**config.mk**
```make
export PLATFORM = sky130hd
export DESIGN_NAME = periodic_task_timer_table
export DESIGN_NICKNAME = d
export VERILOG_FILES = /design/src/rtl/core/ptt_pkg.sv /design/src/rtl/core/ptt_fifo.sv /design/src/rtl/core/ptt_front.sv /design/src/rtl/core/ptt_engine.sv /design/src/rtl/core/periodic_task_timer_table.sv
export SDC_FILE = /design/constraint.sdc
export NUM_CORES = 1
export LEC_CHECK = 0
export ABC_AREA = 1
export BUFFER_PORTS_ARGS = -buffer_cell sky130_fd_sc_hd__buf_2
export CAP_MARGIN = 20
export CELL_PAD_IN_SITES_DETAIL_PLACEMENT = 2
export CELL_PAD_IN_SITES_GLOBAL_PLACEMENT = 2
export CORE_ASPECT_RATIO = 0.6
export CORE_MARGIN = 10
export CORE_UTILIZATION = 40
export CTS_CLUSTER_DIAMETER = 50
export DETAILED_ROUTE_END_ITERATION = 10
export PLACE_DENSITY_LB_ADDON = 0.12
export SYNTH_ARGS = -nofsm -noshare
export SYNTH_HDL_FRONTEND = slang
export SYNTH_SLANG_ARGS = --single-unit
```
**constraint.sdc**
```tcl
create_clock -name clock -period 8.97 [get_ports clock]
set_input_delay 2.691 -clock clock [delete_from_list [all_inputs] [get_ports clock]]
set_output_delay 2.691 -clock clock [all_outputs]
set_load 0.03 [all_outputs]
```
**src/rtl/core/ptt_pkg.sv**
```systemverilog
package ptt_pkg;

   localparam int DEF_NUM_SLOTS = 8;
   localparam int CMD_DEPTH     = 2;
   localparam int RSP_DEPTH     = 4;

   localparam int TYPE_W = 2;
   localparam int TIME_W = 32;
   localparam int SLOT_W = 3;
   localparam int MASK_W = 8;
   localparam int KIND_W = 3;
   localparam int REM_W  = 40;

   localparam logic [REM_W-1:0] REM_MIN = {1'b1, {(REM_W-1){1'b0}}};

   typedef enum logic [TYPE_W-1:0] {
      REQ_TICK   = 2'd0,
      REQ_ADD    = 2'd1,
      REQ_REMOVE = 2'd2,
      REQ_NONE   = 2'd3
   } req_kind_type;

   typedef enum logic [KIND_W-1:0] {
      KIND_FIRED   = 3'd0,
      KIND_DROPPED = 3'd1,
      KIND_DONE    = 3'd2,
      KIND_ADDED   = 3'd3,
      KIND_FULL    = 3'd4,
      KIND_REMOVED = 3'd5,
      KIND_EMPTY   = 3'd6
   } rsp_kind_type;

   typedef enum logic [2:0] {
      ST_IDLE,
      ST_ADD,
      ST_REMOVE,
      ST_VISIT,
      ST_SUB,
      ST_UPD,
      ST_DONE
   } state_type;

   typedef struct packed {
      req_kind_type      op;
      logic [TIME_W-1:0] delta;
      logic [SLOT_W-1:0] slot;
      logic [TIME_W-1:0] period;
      logic [TIME_W-1:0] initial_delay;
      logic              keep_phase;
      logic              guarded;
      logic [MASK_W-1:0] cancel_mask;
   } cmd_type;

   typedef struct packed {
      rsp_kind_type      kind;
      logic [SLOT_W-1:0] slot_res;
      logic              last;
   } rsp_type;

endpackage

```
**src/rtl/core/ptt_fifo.sv**
```systemverilog
module ptt_fifo #(
   parameter int DEPTH = ptt_pkg::CMD_DEPTH,
   parameter type data_type = ptt_pkg::cmd_type
) (
   input  logic     clock,
   input  logic     reset,
   input  logic     wr_en,
   input  data_type wr_data,
   output logic     full,
   input  logic     rd_en,
   output data_type rd_data,
   output logic     empty
);

   localparam int PTR_W = (DEPTH > 1) ? $clog2(DEPTH) : 1;
   localparam int CNT_W = $clog2(DEPTH + 1);

   data_type           mem_ff [DEPTH];
   logic [PTR_W-1:0]   wr_ptr_ff, wr_ptr_in;
   logic [PTR_W-1:0]   rd_ptr_ff, rd_ptr_in;
   logic [CNT_W-1:0]   count_ff, count_in;
   logic               do_wr, do_rd;

   assign full    = (count_ff == CNT_W'(DEPTH));
   assign empty   = (count_ff == '0);
   assign rd_data = mem_ff[rd_ptr_ff];
   assign do_wr   = wr_en && !full;
   assign do_rd   = rd_en && !empty;

   always_comb begin
      wr_ptr_in = wr_ptr_ff;
      rd_ptr_in = rd_ptr_ff;
      count_in  = count_ff;
      if (do_wr) begin
         wr_ptr_in = (wr_ptr_ff == PTR_W'(DEPTH - 1)) ? '0 : wr_ptr_ff + PTR_W'(1);
      end
      if (do_rd) begin
         rd_ptr_in = (rd_ptr_ff == PTR_W'(DEPTH - 1)) ? '0 : rd_ptr_ff + PTR_W'(1);
      end
      if (do_wr && !do_rd) begin
         count_in = count_ff + CNT_W'(1);
      end else if (do_rd && !do_wr) begin
         count_in = count_ff - CNT_W'(1);
      end
   end

   always_ff @(posedge clock) begin
      if (reset) begin
         wr_ptr_ff <= '0;
         rd_ptr_ff <= '0;
         count_ff  <= '0;
      end else begin
         wr_ptr_ff <= wr_ptr_in;
         rd_ptr_ff <= rd_ptr_in;
         count_ff  <= count_in;
      end
   end

   always_ff @(posedge clock) begin
      if (do_wr) begin
         mem_ff[wr_ptr_ff] <= wr_data;
      end
   end

endmodule

```
**src/rtl/core/ptt_front.sv**
```systemverilog
module ptt_front #(
   parameter int DEPTH = ptt_pkg::CMD_DEPTH
) (
   input  logic                            clock,
   input  logic                            reset,
   input  logic                            push,
   output logic                            full,
   input  logic [ptt_pkg::TYPE_W-1:0]      req_type,
   input  logic [ptt_pkg::TIME_W-1:0]      req_delta,
   input  logic [ptt_pkg::SLOT_W-1:0]      req_slot,
   input  logic [ptt_pkg::TIME_W-1:0]      req_period,
   input  logic [ptt_pkg::TIME_W-1:0]      req_initial_delay,
   input  logic                            req_keep_phase,
   input  logic                            req_guarded,
   input  logic [ptt_pkg::MASK_W-1:0]      req_cancel_mask,
   output logic                            cmd_valid,
   output ptt_pkg::cmd_type                cmd,
   input  logic                            cmd_pop
);

   ptt_pkg::cmd_type cmd_new;
   logic             enq;
   logic             q_empty;

   // unknown request codes are taken and discarded here
   always_comb begin
      cmd_new.op            = ptt_pkg::req_kind_type'(req_type);
      cmd_new.delta         = req_delta;
      cmd_new.slot          = req_slot;
      cmd_new.period        = req_period;
      cmd_new.initial_delay = req_initial_delay;
      cmd_new.keep_phase    = req_keep_phase;
      cmd_new.guarded       = req_guarded;
      cmd_new.cancel_mask   = req_cancel_mask;
   end

   assign enq       = push && !full && (cmd_new.op != ptt_pkg::REQ_NONE);
   assign cmd_valid = !q_empty;

   ptt_fifo #(
      .DEPTH     (DEPTH),
      .data_type (ptt_pkg::cmd_type)
   ) u_cmd_q (
      .clock   (clock),
      .reset   (reset),
      .wr_en   (enq),
      .wr_data (cmd_new),
      .full    (full),
      .rd_en   (cmd_pop),
      .rd_data (cmd),
      .empty   (q_empty)
   );

endmodule

```
**src/rtl/core/ptt_engine.sv**
```systemverilog
module ptt_engine #(
   parameter int NUM_SLOTS = ptt_pkg::DEF_NUM_SLOTS
) (
   input  logic             clock,
   input  logic             reset,
   input  logic             cmd_valid,
   input  ptt_pkg::cmd_type cmd,
   output logic             cmd_pop,
   input  logic             rsp_full,
   output logic             rsp_push,
   output ptt_pkg::rsp_type rsp
);

   localparam int IDX_W = (NUM_SLOTS > 1) ? $clog2(NUM_SLOTS) : 1;
   localparam int REM_W = ptt_pkg::REM_W;
   localparam int TIME_W = ptt_pkg::TIME_W;

   ptt_pkg::state_type     state_ff, state_in;
   logic [IDX_W-1:0]       idx_ff, idx_in;
   logic [NUM_SLOTS-1:0]   used_ff, used_in;
   logic [NUM_SLOTS-1:0]   guard_ff, guard_in;
   logic [NUM_SLOTS-1:0]   keep_ff, keep_in;
   ptt_pkg::cmd_type       cmd_ff, cmd_in;
   logic [REM_W-1:0]       diff_ff, diff_in;

   logic [TIME_W-1:0]      period_mem [NUM_SLOTS];
   logic [REM_W-1:0]       rem_mem [NUM_SLOTS];
   logic [TIME_W-1:0]      period_rd_ff;
   logic [REM_W-1:0]       rem_rd_ff;

   logic                   rd_en;
   logic                   wr_rem_en, wr_period_en;
   logic [IDX_W-1:0]       wr_addr;
   logic [REM_W-1:0]       wr_rem;

   logic [NUM_SLOTS-1:0]   mask_vec, rm_vec;
   logic                   rm_ok;
   logic [IDX_W-1:0]       free_idx;
   logic                   free_found;
   logic                   last_slot;
   logic [IDX_W-1:0]       next_idx;
   logic [REM_W:0]         sub_wide, add_wide;
   logic [REM_W-1:0]       sub_sat, reload;
   logic                   fire;

   // per-slot decode of the cancel mask, the remove target and the lowest free slot
   always_comb begin
      mask_vec   = '0;
      rm_vec     = '0;
      free_idx   = '0;
      free_found = 1'b0;
      for (int i = 0; i < NUM_SLOTS; i++) begin
         mask_vec[i] = (i < 8) && cmd_ff.cancel_mask[i % 8];
         rm_vec[i]   = (i < 8) && (cmd_ff.slot == ptt_pkg::SLOT_W'(i % 8));
      end
      for (int i = NUM_SLOTS - 1; i >= 0; i--) begin
         if (!used_ff[i]) begin
            free_idx   = IDX_W'(i);
            free_found = 1'b1;
         end
      end
   end

   assign rm_ok     = |(rm_vec & used_ff);
   assign last_slot = (idx_ff == IDX_W'(NUM_SLOTS - 1));
   assign next_idx  = idx_ff + IDX_W'(1);

   // remaining minus delta, clamped at the most negative value
   assign sub_wide = {rem_rd_ff[REM_W-1], rem_rd_ff} - {{(REM_W + 1 - TIME_W){1'b0}}, cmd_ff.delta};
   assign sub_sat  = (sub_wide[REM_W] && !sub_wide[REM_W-1]) ? ptt_pkg::REM_MIN
                                                              : sub_wide[REM_W-1:0];
   assign fire     = sub_sat[REM_W-1] || (sub_sat == '0);

   // diff is at most zero here, so adding a period never leaves the range
   assign add_wide = {diff_ff[REM_W-1], diff_ff} + {{(REM_W + 1 - TIME_W){1'b0}}, period_rd_ff};
   assign reload   = keep_ff[idx_ff] ? add_wide[REM_W-1:0]
                                     : {{(REM_W - TIME_W){1'b0}}, period_rd_ff};

   always_comb begin
      state_in     = state_ff;
      idx_in       = idx_ff;
      used_in      = used_ff;
      guard_in     = guard_ff;
      keep_in      = keep_ff;
      cmd_in       = cmd_ff;
      diff_in      = diff_ff;
      cmd_pop      = 1'b0;
      rsp_push     = 1'b0;
      rsp.kind     = ptt_pkg::KIND_DONE;
      rsp.slot_res = '0;
      rsp.last     = 1'b0;
      rd_en        = 1'b0;
      wr_rem_en    = 1'b0;
      wr_period_en = 1'b0;
      wr_addr      = idx_ff;
      wr_rem       = reload;

      case (state_ff)
         ptt_pkg::ST_IDLE: begin
            if (cmd_valid) begin
               cmd_pop = 1'b1;
               cmd_in  = cmd;
               idx_in  = '0;
               case (cmd.op)
                  ptt_pkg::REQ_TICK:   state_in = ptt_pkg::ST_VISIT;
                  ptt_pkg::REQ_ADD:    state_in = ptt_pkg::ST_ADD;
                  ptt_pkg::REQ_REMOVE: state_in = ptt_pkg::ST_REMOVE;
                  default:             state_in = ptt_pkg::ST_IDLE;
               endcase
            end
         end

         ptt_pkg::ST_ADD: begin
            rsp.last = 1'b1;
            if (free_found) begin
               rsp.kind     = ptt_pkg::KIND_ADDED;
               rsp.slot_res = ptt_pkg::SLOT_W'(free_idx);
            end else begin
               rsp.kind     = ptt_pkg::KIND_FULL;
               rsp.slot_res = '0;
            end
            if (!rsp_full) begin
               rsp_push = 1'b1;
               state_in = ptt_pkg::ST_IDLE;
               if (free_found) begin
                  used_in[free_idx]  = 1'b1;
                  guard_in[free_idx] = cmd_ff.guarded;
                  keep_in[free_idx]  = cmd_ff.keep_phase;
                  wr_addr            = free_idx;
                  wr_rem             = {{(REM_W - TIME_W){1'b0}}, cmd_ff.initial_delay};
                  wr_rem_en          = 1'b1;
                  wr_period_en       = 1'b1;
               end
            end
         end

         ptt_pkg::ST_REMOVE: begin
            rsp.last     = 1'b1;
            rsp.slot_res = cmd_ff.slot;
            rsp.kind     = rm_ok ? ptt_pkg::KIND_REMOVED : ptt_pkg::KIND_EMPTY;
            if (!rsp_full) begin
               rsp_push = 1'b1;
               state_in = ptt_pkg::ST_IDLE;
               if (rm_ok) begin
                  used_in = used_ff & ~rm_vec;
               end
            end
         end

         ptt_pkg::ST_VISIT: begin
            rsp.kind     = ptt_pkg::KIND_DROPPED;
            rsp.slot_res = ptt_pkg::SLOT_W'(idx_ff);
            if (!used_ff[idx_ff]) begin
               idx_in   = next_idx;
               state_in = last_slot ? ptt_pkg::ST_DONE : ptt_pkg::ST_VISIT;
            end else if (guard_ff[idx_ff] && mask_vec[idx_ff]) begin
               if (!rsp_full) begin
                  rsp_push        = 1'b1;
                  used_in[idx_ff] = 1'b0;
                  idx_in          = next_idx;
                  state_in        = last_slot ? ptt_pkg::ST_DONE : ptt_pkg::ST_VISIT;
               end
            end else begin
               rd_en    = 1'b1;
               state_in = ptt_pkg::ST_SUB;
            end
         end

         ptt_pkg::ST_SUB: begin
            diff_in = sub_sat;
            if (fire) begin
               state_in = ptt_pkg::ST_UPD;
            end else begin
               wr_rem    = sub_sat;
               wr_rem_en = 1'b1;
               idx_in    = next_idx;
               state_in  = last_slot ? ptt_pkg::ST_DONE : ptt_pkg::ST_VISIT;
            end
         end

         ptt_pkg::ST_UPD: begin
            rsp.kind     = ptt_pkg::KIND_FIRED;
            rsp.slot_res = ptt_pkg::SLOT_W'(idx_ff);
            if (!rsp_full) begin
               rsp_push  = 1'b1;
               wr_rem_en = 1'b1;
               idx_in    = next_idx;
               state_in  = last_slot ? ptt_pkg::ST_DONE : ptt_pkg::ST_VISIT;
            end
         end

         ptt_pkg::ST_DONE: begin
            rsp.kind     = ptt_pkg::KIND_DONE;
            rsp.slot_res = '0;
            rsp.last     = 1'b1;
            if (!rsp_full) begin
               rsp_push = 1'b1;
               state_in = ptt_pkg::ST_IDLE;
            end
         end

         default: begin
            state_in = ptt_pkg::ST_IDLE;
         end
      endcase
   end

   always_ff @(posedge clock) begin
      if (reset) begin
         state_ff <= ptt_pkg::ST_IDLE;
         idx_ff   <= '0;
         used_ff  <= '0;
         guard_ff <= '0;
         keep_ff  <= '0;
      end else begin
         state_ff <= state_in;
         idx_ff   <= idx_in;
         used_ff  <= used_in;
         guard_ff <= guard_in;
         keep_ff  <= keep_in;
      end
   end

   always_ff @(posedge clock) begin
      cmd_ff  <= cmd_in;
      diff_ff <= diff_in;
   end

   always_ff @(posedge clock) begin
      if (wr_rem_en) begin
         rem_mem[wr_addr] <= wr_rem;
      end
      if (wr_period_en) begin
         period_mem[wr_addr] <= cmd_ff.period;
      end
      if (rd_en) begin
         rem_rd_ff    <= rem_mem[idx_ff];
         period_rd_ff <= period_mem[idx_ff];
      end
   end

   a_no_push_when_full: assert property (@(posedge clock) disable iff (reset)
      rsp_push |-> !rsp_full)
      else $error("result written into a full queue");

   a_pop_only_idle: assert property (@(posedge clock) disable iff (reset)
      cmd_pop |-> (state_ff == ptt_pkg::ST_IDLE))
      else $error("command taken while busy");

   a_last_ends_request: assert property (@(posedge clock) disable iff (reset)
      (rsp_push && rsp.last) |=> (state_ff == ptt_pkg::ST_IDLE))
      else $error("final beat did not end the request");

   a_add_takes_free: assert property (@(posedge clock) disable iff (reset)
      (state_ff == ptt_pkg::ST_ADD && rsp_push && free_found) |=> used_ff[$past(free_idx)])
      else $error("added slot not marked in use");

   a_fire_from_sub: assert property (@(posedge clock) disable iff (reset)
      (state_ff == ptt_pkg::ST_UPD) |-> ($past(state_ff) == ptt_pkg::ST_SUB
                                         || $past(state_ff) == ptt_pkg::ST_UPD))
      else $error("fire step entered without a subtract step");

endmodule

```
**src/rtl/core/periodic_task_timer_table.sv**
```systemverilog
// an add or a remove gives its single beat via the queue, the dispatch and the reply state
// a tick passes the queue and the dispatch, then per slot: the visit step only if unused or
// dropped, visit and subtract if it counts down without firing, visit, subtract and update if
// it fires; then the done beat. One request at a time in the back end, which a full queue stalls
// reset: synchronous, clears the queues, the sequencer and the used/guarded/keep-phase bits;
// the period and remaining-time memories are not cleared and are always written by an add first
module periodic_task_timer_table #(
   parameter int NUM_SLOTS = ptt_pkg::DEF_NUM_SLOTS
) (
   input  logic                       clock,
   input  logic                       reset,
   // request side
   input  logic                       push,
   output logic                       full,
   input  logic [ptt_pkg::TYPE_W-1:0] req_type,
   input  logic [ptt_pkg::TIME_W-1:0] req_delta,
   input  logic [ptt_pkg::SLOT_W-1:0] req_slot,
   input  logic [ptt_pkg::TIME_W-1:0] req_period,
   input  logic [ptt_pkg::TIME_W-1:0] req_initial_delay,
   input  logic                       req_keep_phase,
   input  logic                       req_guarded,
   input  logic [ptt_pkg::MASK_W-1:0] req_cancel_mask,
   // result side
   output logic                       empty,
   input  logic                       pop,
   output logic [ptt_pkg::KIND_W-1:0] rsp_kind,
   output logic [ptt_pkg::SLOT_W-1:0] rsp_slot_res,
   output logic                       rsp_last
);

   // front to back command queue
   logic             cmd_valid;
   logic             cmd_pop;
   ptt_pkg::cmd_type cmd;

   // back end result beats into the output queue
   logic             rsp_push;
   logic             rsp_full;
   ptt_pkg::rsp_type rsp_wr;
   ptt_pkg::rsp_type rsp_head;

   // front: takes a beat while not full, drops unknown codes, buffers the rest
   ptt_front #(
      .DEPTH (ptt_pkg::CMD_DEPTH)
   ) u_front (
      .clock             (clock),
      .reset             (reset),
      .push              (push),
      .full              (full),
      .req_type          (req_type),
      .req_delta         (req_delta),
      .req_slot          (req_slot),
      .req_period        (req_period),
      .req_initial_delay (req_initial_delay),
      .req_keep_phase    (req_keep_phase),
      .req_guarded       (req_guarded),
      .req_cancel_mask   (req_cancel_mask),
      .cmd_valid         (cmd_valid),
      .cmd               (cmd),
      .cmd_pop           (cmd_pop)
   );

   // back: slot table and the tick walk over it
   ptt_engine #(
      .NUM_SLOTS (NUM_SLOTS)
   ) u_engine (
      .clock     (clock),
      .reset     (reset),
      .cmd_valid (cmd_valid),
      .cmd       (cmd),
      .cmd_pop   (cmd_pop),
      .rsp_full  (rsp_full),
      .rsp_push  (rsp_push),
      .rsp       (rsp_wr)
   );

   // result queue, head beat drives the ports
   ptt_fifo #(
      .DEPTH     (ptt_pkg::RSP_DEPTH),
      .data_type (ptt_pkg::rsp_type)
   ) u_rsp_q (
      .clock   (clock),
      .reset   (reset),
      .wr_en   (rsp_push),
      .wr_data (rsp_wr),
      .full    (rsp_full),
      .rd_en   (pop),
      .rd_data (rsp_head),
      .empty   (empty)
   );

   assign rsp_kind     = rsp_head.kind;
   assign rsp_slot_res = rsp_head.slot_res;
   assign rsp_last     = rsp_head.last;

endmodule
```
==> summary.txt, run 1 <==
Clock network
  • # H-tree levels: 3
  • Clock Tree Buf Depth: 3
  • Post-CTS repair timing setup buffer count: 0
  • Reg clk slew, reported paths: 0.06 ns
  • Clock latency on the worst-skew pair: 0.76 ns
  • Root buf cell: sky130_fd_sc_hd__clkbuf_16
  • Resize count post-CTS: 0
  • Clock tree from TritonCTS: yes
  • Number of buffers added by the clock tree synthesis step: 112
  • Hold-fix buffer count after cts: 0
  • Clock sinks: 1091

Global routing
  • Number of global-route vias before repair: 34100
  • Largest net degree at the start of global routing: 107
  • Overflow left after global routing: 0
  • Number of antenna violations at the first check in global routing: 7
  • GRT Total Usage: 25.96%
  • Global-route wire length before repair: 245.4 mm

STA
  • Hold violation count in the final report: 0
  • Final-report max-slew violation count: 0
  • Worst slack on hold paths: 0.4622 ns
  • RSZ-0062 raised after global routing: no
  • Final cycle utilization of the critical path: 62.63%
  • Number of endpoints failing setup at the final stage: 0
  • Maximum clock skew at final layout: 0.06875 ns
  • Sum of negative setup slack: 0 ns
  • Upper clock frequency limit: 178.0 MHz
  • Final min period: 5.618 ns
  • Slew at the pin closest to its max-slew limit: 0.9967 ns
  • Worst rel slew slack: 32.85%

Critical path
  • Slowest Stage Delay on Critical Path: 0.61 ns
  • Kind of start point of the critical path: register
  • Max FO, Critical Path: 32
  • Critical path's top delay family: simple AND/OR/NAND/NOR gates
  • Most prevalent standard cell on the critical path: sky130_fd_sc_hd__nand2_1
  • Crit path DAT: 5.99 ns
  • Required time of the critical path: 9.34 ns
  • Crit end category: register
  • Critical path's slowest cell: sky130_fd_sc_hd__buf_4
  • CP Buf/Inv Count: 4
  • Type of the setup path with the least slack: reg2reg
  • CP cell instances: ha_1, nand2_1, nor2_1, nand2_1, nor2_1, nand2_1, nand3_2, nand2_1, nand2_1, nand2_2, nand3_4, inv_2, nor2_2, nor2_1, nand2_1, nor2_2, nand2_2, nand3_1, nand3_1, nand2_1, inv_2, nand2_1, inv_2, buf_4

Logic synthesis
  • Async set-reset flop share out of synthesis: 0%
  • Yosys warns: 0
  • Post-Synthesis Net Count: 4038
  • Post-synthesis instance area: 0.04569 sq mm
  • Register bit count reported by yosys: 1091
  • Average footprint of a synthesized cell: 11.88 sq um
  • Most used flip-flop cell after synthesis: sky130_fd_sc_hd__edfxtp_1
  • Cells after synthesis: 3847
  • Number of library cell types mapped by synthesis: 54
  • Number of enable flip-flop cells after synthesis: 1047
  • Share of the yosys chip area belonging to registers: 70.74%

Finish
  • Util after Layout: 46.14%
  • Most common cell after layout, fill and taps aside: sky130_fd_sc_hd__nand2_1
  • Share of cells above drive strength 1: 9.727%
  • Flip-flop and latch area: 0.03232 sq mm
  • Area growth, synth to finish: 13.79%
  • Layout Cells excl Fill: 5606
  • Number of inserted filler cells in the final layout: 11350
  • Final net count: 4201
  • Area used by multi-input combinational logic: 0.01175 sq mm
  • Non-Filler Cell Area, Final: 0.05199 sq mm
  • Leading cell types in the layout, fill and taps excluded: 1083 x sky130_fd_sc_hd__nand2_1, 1047 x sky130_fd_sc_hd__edfxtp_1, 310 x sky130_fd_sc_hd__inv_1

Floorplanning
  • Number of cell rows: 95
  • Initial core utilization: 40.55%
  • Width of the die: 456.3 um
  • I/O pin count: 124
  • Die Y-Extent: 281.8 um
  • Core ar.: 0.1127 sq mm
  • Die Outline Area: 0.1286 sq mm

Placement
  • Post-detailed-placement half-perimeter wirelength: 117.8 mm
  • Post-DP Area: 0.04822 sq mm
  • Last weighted congestion value of the routability-driven placer: 0.9107
  • Count of port buffers added during placement: 123
  • Cell count after placement: 5397

Routing
  • Post-DRT Antenna Nets: 0
  • Number of iterations in the first detailed-routing pass: 5
  • Post-detailed-routing wire length: 170.3 mm
  • Routed length per placed instance: 30.39 um
  • # DRC: 0
  • Routed vias/inst: 5.749
  • Violation count after the first detailed-routing iteration: 3386
  • Via count of the routed design: 32230

Min path
  • Min-delay worst type: reg2reg

Flow run
  • Max Cap Violations: 0

Pwr
  • Power share of the combinational group: 23.7%
  • Worst supply voltage drop on vdd: 0.0002270 V
  • Leak Pwr: 19.17 nW
  • Net Sw Frac: 35.06%
  • Share of power burned in registers: 45.5%
  • Power per Cell Area: 302.8 mW/mm^2
  • Internal: 0.01022 W
  • Portion of total power attributed to the clock network: 30.8%
  • Power spent charging and discharging nets: 0.005519 W

Run status
  • Result of the run: finished, final reports clean
## cell families (layout without fill, tap and decap cells)
kind of cell | Yosys count | after routing | synth area share, %
AND/OR/NAND/NOR | 1604 | 1604 | 14.33
flip-flops | 1091 | 1091 | 70.74
AO/OA/AOI/OAI | 575 | 575 | 8.068
buffers and inverters | 453 | 708 | 3.804
adder cells (fa/ha/maj) | 76 | 76 | 2.131
XOR/XNOR | 47 | 47 | 0.9010
multiplexers | 1 | 1 | 0.02191
other | 0 | 1 | 0
## registers in the layout (all words and copies together), names as in the netlist, 2 cells and up, named ones only
name and count:
u_engine.diff_ff 40, u_rsp_q.rd_ptr_ff 2, u_front.u_cmd_q.mem_ff 222, u_engine.rem_mem 320, u_engine.state_ff 3, u_rsp_q.mem_ff 28
u_engine.cmd_ff 101, u_engine.guard_ff 8, u_engine.period_mem 256, u_engine.rem_rd_ff 40, u_rsp_q.count_ff 3, u_engine.period_rd_ff 32
u_engine.idx_ff 3, u_engine.used_ff 8, u_engine.mask_vec 8, u_front.u_cmd_q.count_ff 2, u_engine.keep_ff 8, u_rsp_q.wr_ptr_ff 2
## synth_stat cells, types with 3 or more instances
cell type,number,share of area (%)
sky130_fd_sc_hd__a211oi_1,5,0.082
sky130_fd_sc_hd__xnor2_1,21,0.40
sky130_fd_sc_hd__a221oi_1,64,1.2
sky130_fd_sc_hd__nand2_1,1083,8.9
sky130_fd_sc_hd__a21oi_1,139,1.5
sky130_fd_sc_hd__clkbuf_1,98,0.81
sky130_fd_sc_hd__nor4_1,4,0.055
sky130_fd_sc_hd__nand3_2,3,0.066
sky130_fd_sc_hd__nor3_1,23,0.25
sky130_fd_sc_hd__nor2_2,4,0.055
sky130_fd_sc_hd__o21ai_1,6,0.066
sky130_fd_sc_hd__dfxtp_1,44,1.9
sky130_fd_sc_hd__nand3_1,113,1.2
sky130_fd_sc_hd__o211ai_1,8,0.13
sky130_fd_sc_hd__edfxtp_1,1047,69
sky130_fd_sc_hd__o22ai_1,17,0.23
sky130_fd_sc_hd__ha_1,73,2.0
sky130_fd_sc_hd__fa_1,3,0.13
sky130_fd_sc_hd__or2_2,6,0.082
sky130_fd_sc_hd__a22oi_1,88,1.4
sky130_fd_sc_hd__o21bai_1,6,0.099
sky130_fd_sc_hd__buf_1,17,0.14
sky130_fd_sc_hd__xor2_1,26,0.50
sky130_fd_sc_hd__nand4_1,85,1.2
sky130_fd_sc_hd__nand2_2,7,0.096
sky130_fd_sc_hd__o21a_1,6,0.099
sky130_fd_sc_hd__buf_2,6,0.066
sky130_fd_sc_hd__o21ai_0,159,1.7
sky130_fd_sc_hd__nand3b_1,4,0.066
sky130_fd_sc_hd__a21o_1,3,0.049
sky130_fd_sc_hd__inv_1,322,2.6
sky130_fd_sc_hd__a31oi_1,11,0.15
sky130_fd_sc_hd__a22o_1,52,1.0
sky130_fd_sc_hd__buf_6,3,0.074
sky130_fd_sc_hd__inv_2,4,0.033
sky130_fd_sc_hd__nor2_1,263,2.2
## area by class of cell
class,count,area share (%)
Clock buffer,129,5.596
Antenna cell,1,0.004813
Tap cell,1503,3.617
Clock inverter,77,1.610
Sequential cell,1091,62.18
Inverter,327,2.366
Timing Repair Buffer,175,2.031
Multi-Input combinational cell,2303,22.60
## routing by layer
layer	up-vias	track usage, %	wire (um)
met4	2	5.409	3460
met1	16800	37.32	77130
li1	13970	-	-
met3	192	7.439	15860
met2	1268	39.03	73890
met5	-	0	7
## final timing paths
| check | from | to | slack, ns | cells past startpoint |
|---|---|---|---|---|
| worst min register to register | u_front.u_cmd_q.rd_ptr_ff | u_front.u_cmd_q.rd_ptr_ff | 0.46 | 1 |
| worst max-delay path | u_engine.rem_rd_ff[19] | u_engine.rem_mem[6][30] | 3.35 | 24 |
| worst min-delay path | u_front.u_cmd_q.rd_ptr_ff | u_front.u_cmd_q.rd_ptr_ff | 0.46 | 1 |
| worst max register to register | u_engine.rem_rd_ff[19] | u_engine.rem_mem[6][30] | 3.35 | 24 |
## per-stage QoR
stage,setup slack (ns),power [W]
floorplan,0.7455,0.009090
global placement,3.806,0.01065
detailed placement,3.510,0.01090
CTS,3.447,0.01577
global route,2.814,0.01638
finish,3.352,0.01574
## power groups by stage
stage | combinational (W) | clock, W | sequential (W)
after global routing | 0.00402 | 0.00513 | 0.00723
after CTS | 0.00368 | 0.00492 | 0.00717
after global placement | 0.00347 | 0 | 0.00718
after detailed placement | 0.00363 | 0 | 0.00727
final | 0.00373 | 0.00485 | 0.00717
after floorplan | 0.00199 | 0 | 0.00710
(Power assumes the default switching activity.)
==> inputs of run 2 (changes only) <==
- CORE_UTILIZATION: 40 -> 39
- clock period: 8.97 -> 4.91 ns (I/O delays scaled with it)
==> run 2 against run 1 <==
  * Final cell count rose by 1.8%
  * Count of clock-buffer cells in the layout up 10
  * Setup slack got worse by 3.1 ns
  * Critical path depth unchanged
==> summary.txt, run 2 (synthesis results as in run 1) <==
Floorplanning
  • I/O pin count: 124 (unchanged)
  • Number of cell rows: 97 (+2.1%)
  • Die Y-Extent: 285.1 um (+1.2%)
  • Core ar.: 0.1165 sq mm (+3.4%)
  • Width of the die: 461.9 um (+1.2%)
  • Initial core utilization: 39.21% (-1.3 points)
  • Die Outline Area: 0.1317 sq mm (+2.4%)

Finish
  • Share of cells above drive strength 1: 11.89% (+2.2 points)
  • Non-Filler Cell Area, Final: 0.05279 sq mm (+1.5%)
  • Biggest register: u_engine.rem_mem
  • Most common cell after layout, fill and taps aside: sky130_fd_sc_hd__nand2_1
  • Regs by FF count: u_engine.rem_mem (320), u_engine.period_mem (256), u_front.u_cmd_q.mem_ff (222)
  • Final net count: 4266 (+1.5%)
  • Area growth, synth to finish: 15.55%
  • Max FFs per register: 320 (unchanged)
  • Leading cell types in the layout, fill and taps excluded: 1081 x sky130_fd_sc_hd__nand2_1, 1047 x sky130_fd_sc_hd__edfxtp_1, 310 x sky130_fd_sc_hd__inv_1

STA
  • Maximum clock skew at final layout: 0.05022 ns (-0.01853 ns)
  • Number of endpoints failing setup at the final stage: 0 (unchanged)
  • Hold violation count in the final report: 0 (unchanged)
  • Worst rel slew slack: 27.57% (-5.3 points)
  • Final worst slack: 0.2533 ns (-3.099 ns)
  • Final min period: 4.657 ns (-0.9613 ns)
  • Upper clock frequency limit: 214.7 MHz (+21%)
  • Sum of negative setup slack: 0 ns (unchanged)
  • Final cycle utilization of the critical path: 94.84% (+32 points)
  • Slew at the pin closest to its max-slew limit: 1.086 ns (+0.08970 ns)
  • Final-report max-slew violation count: 0 (unchanged)

Critical path
  • Type of the setup path with the least slack: reg2reg
  • Origin of the critical flop-to-flop path: u_engine.cmd_ff[87]
  • Worst r2r path cells: 24 (unchanged)
  • Worst reg2reg endpoint: u_engine.rem_mem[3][39]
  • Crit path DAT: 5.26 ns (-0.73 ns)
  • Max FO, Critical Path: 9 (-72%)
  • Worst reg-to-reg setup slack: 0.25 ns (-3.10 ns)
  • Required time of the critical path: 5.51 ns (-3.83 ns)
  • Crit end category: register
  • Kind of start point of the critical path: register

Min path
  • Hold Path Sink: u_engine.keep_ff[2]
  • Start point of the worst min-delay path: u_engine.keep_ff[2]
  • Min-delay worst type: reg2reg
  • Number of cells on the worst hold path: 2 (+1)

Placement
  • Post-DP Area: 0.04890 sq mm (+1.4%)
  • Post-detailed-placement half-perimeter wirelength: 120.7 mm (+2.5%)
  • Last weighted congestion value of the routability-driven placer: 0.9376 (+3.0%)
  • Post-place setup slack: -0.04537 ns (-3.556 ns)
  • Count of port buffers added during placement: 123 (unchanged)

Routing
  • Routed vias/inst: 5.640 (-1.9%)
  • Routed length per placed instance: 30.17 um (-0.71%)
  • Number of iterations in the first detailed-routing pass: 6 (+1)
  • # DRC: 0 (unchanged)
  • Via count of the routed design: 32190 (-0.12%)
  • Post-DRT Antenna Nets: 0 (unchanged)
  • Post-detailed-routing wire length: 172.2 mm (+1.1%)
  • Violation count after the first detailed-routing iteration: 3395 (+0.27%)

Global routing
  • Global-route wire length before repair: 248.5 mm (+1.2%)
  • Number of antenna violations at the first check in global routing: 12 (+5)
  • GRT Total Usage: 25.79% (-0.17 points)
  • Largest net degree at the start of global routing: 83 (-22%)
  • Number of global-route vias before repair: 34270 (+0.50%)
  • Overflow left after global routing: 0 (unchanged)

Clock network
  • # H-tree levels: 3 (unchanged)
  • Clock tree from TritonCTS: yes
  • Hold-fix buffer count after cts: 0 (unchanged)
  • Clock latency on the worst-skew pair: 0.77 ns (about the same)
  • Clock sinks: 1091 (unchanged)
  • Number of buffers added by the clock tree synthesis step: 112 (unchanged)
  • Root buf cell: sky130_fd_sc_hd__clkbuf_16
  • Reg clk slew, reported paths: 0.06 ns (about the same)
  • Clock Tree Buf Depth: 3 (unchanged)

Pwr
  • Power per Cell Area: 546.4 mW/mm^2 (+80%)
  • Final total power: 0.02885 W (+83%)
  • Leak Pwr: 19.64 nW (+2.4%)
  • Worst supply voltage drop on vdd: 0.0003698 V (+63%)

Flow run
  • Max Cap Violations: 0 (unchanged)

Run status
  • Result of the run: finished, final reports clean
[run 2: through the flow]
step	cells	util (%)	hold WS, ns
3_3_place_gp	5488	41.97	0.4258
2_1_floorplan	3847	-	0.4255
4_1_cts	5700	45.13	0.4636
5_1_grt	5708	45.31	0.5070
3_5_place_dp	5488	41.97	0.4529
6_report	5708	45.31	0.4691
[run 2: worst max-delay path, cell delays in order, from the launching register on]
cell	delay, ns
sky130_fd_sc_hd__edfxtp_1	0.32
sky130_fd_sc_hd__inv_1	0.13
sky130_fd_sc_hd__ha_1	0.46
sky130_fd_sc_hd__nand2_1	0.16
sky130_fd_sc_hd__nor2_1	0.36
sky130_fd_sc_hd__nand2_1	0.16
sky130_fd_sc_hd__inv_1	0.08
sky130_fd_sc_hd__nand2_1	0.05
sky130_fd_sc_hd__nand2_1	0.14
sky130_fd_sc_hd__nand2_1	0.24
sky130_fd_sc_hd__nand2_1	0.15
sky130_fd_sc_hd__nand2_1	0.05
sky130_fd_sc_hd__nand2_1	0.16
sky130_fd_sc_hd__inv_1	0.10
sky130_fd_sc_hd__o21ai_1	0.33
sky130_fd_sc_hd__nand4_1	0.20
sky130_fd_sc_hd__nor2_2	0.15
sky130_fd_sc_hd__nand2_2	0.15
sky130_fd_sc_hd__nand2_4	0.16
sky130_fd_sc_hd__nand2_4	0.12
sky130_fd_sc_hd__nand3_4	0.21
sky130_fd_sc_hd__buf_4	0.14
sky130_fd_sc_hd__inv_2	0.05
sky130_fd_sc_hd__nor3_1	0.21
sky130_fd_sc_hd__buf_4	0.21
[run 2: final cells by class]
cell class / count / area [sq um]
antenna: 1 / 2.502
clock buffer: 139 / 3005
clock inverter: 73 / 661.9
fill: 11740 / 63720
inverter: 327 / 1232
multi-input combinational: 2305 / 11920
sequential: 1091 / 32320
tap: 1534 / 1919
timing repair buffer: 238 / 1729
[run 2: metal layers]
| metal | global-route usage (%) | share of wire, % |
|---|---|---|
| met1 | 37.71 | 46 |
| met4 | 5.231 | 2.0 |
| met3 | 7.723 | 8.8 |
| met2 | 37.89 | 43 |
| met5 | 0 | 0.020 |
[run 2: power breakdown]
part | switching, W | leakage [nW] | internal (W)
combinational | 0.00540 | 7.92 | 0.00164
clock | 0.00393 | 1.78 | 0.00472
sequential | 0.000859 | 9.93 | 0.0123
total | 0.0102 | 19.6 | 0.0187
[run 2: worst max-delay path by stage]
stage / from / endpoint / slack, ns / cells past startpoint
2_1_floorplan: u_engine.state_ff[0] / u_front.u_cmd_q.count_ff[1] / 0.14 / 11
3_3_place_gp: u_engine.rem_rd_ff[0] / u_engine.rem_mem[5][25] / 0.32 / 25
3_5_place_dp: u_engine.rem_rd_ff[0] / u_engine.rem_mem[5][31] / -0.05 / 25
4_1_cts: u_engine.rem_rd_ff[0] / u_engine.rem_mem[7][29] / 0.03 / 28
5_1_grt: u_engine.rem_rd_ff[0] / u_engine.rem_mem[3][39] / -0.01 / 29
6_report: u_engine.cmd_ff[87] / u_engine.rem_mem[3][39] / 0.25 / 24
[run 2: what timing repair did]
item	in CTS	in global routing
pin swaps	0	2
gates cloned	0	2
buffers inserted	0	5
endpoints found under the setup margin	105	606
gates resized for setup	5	31
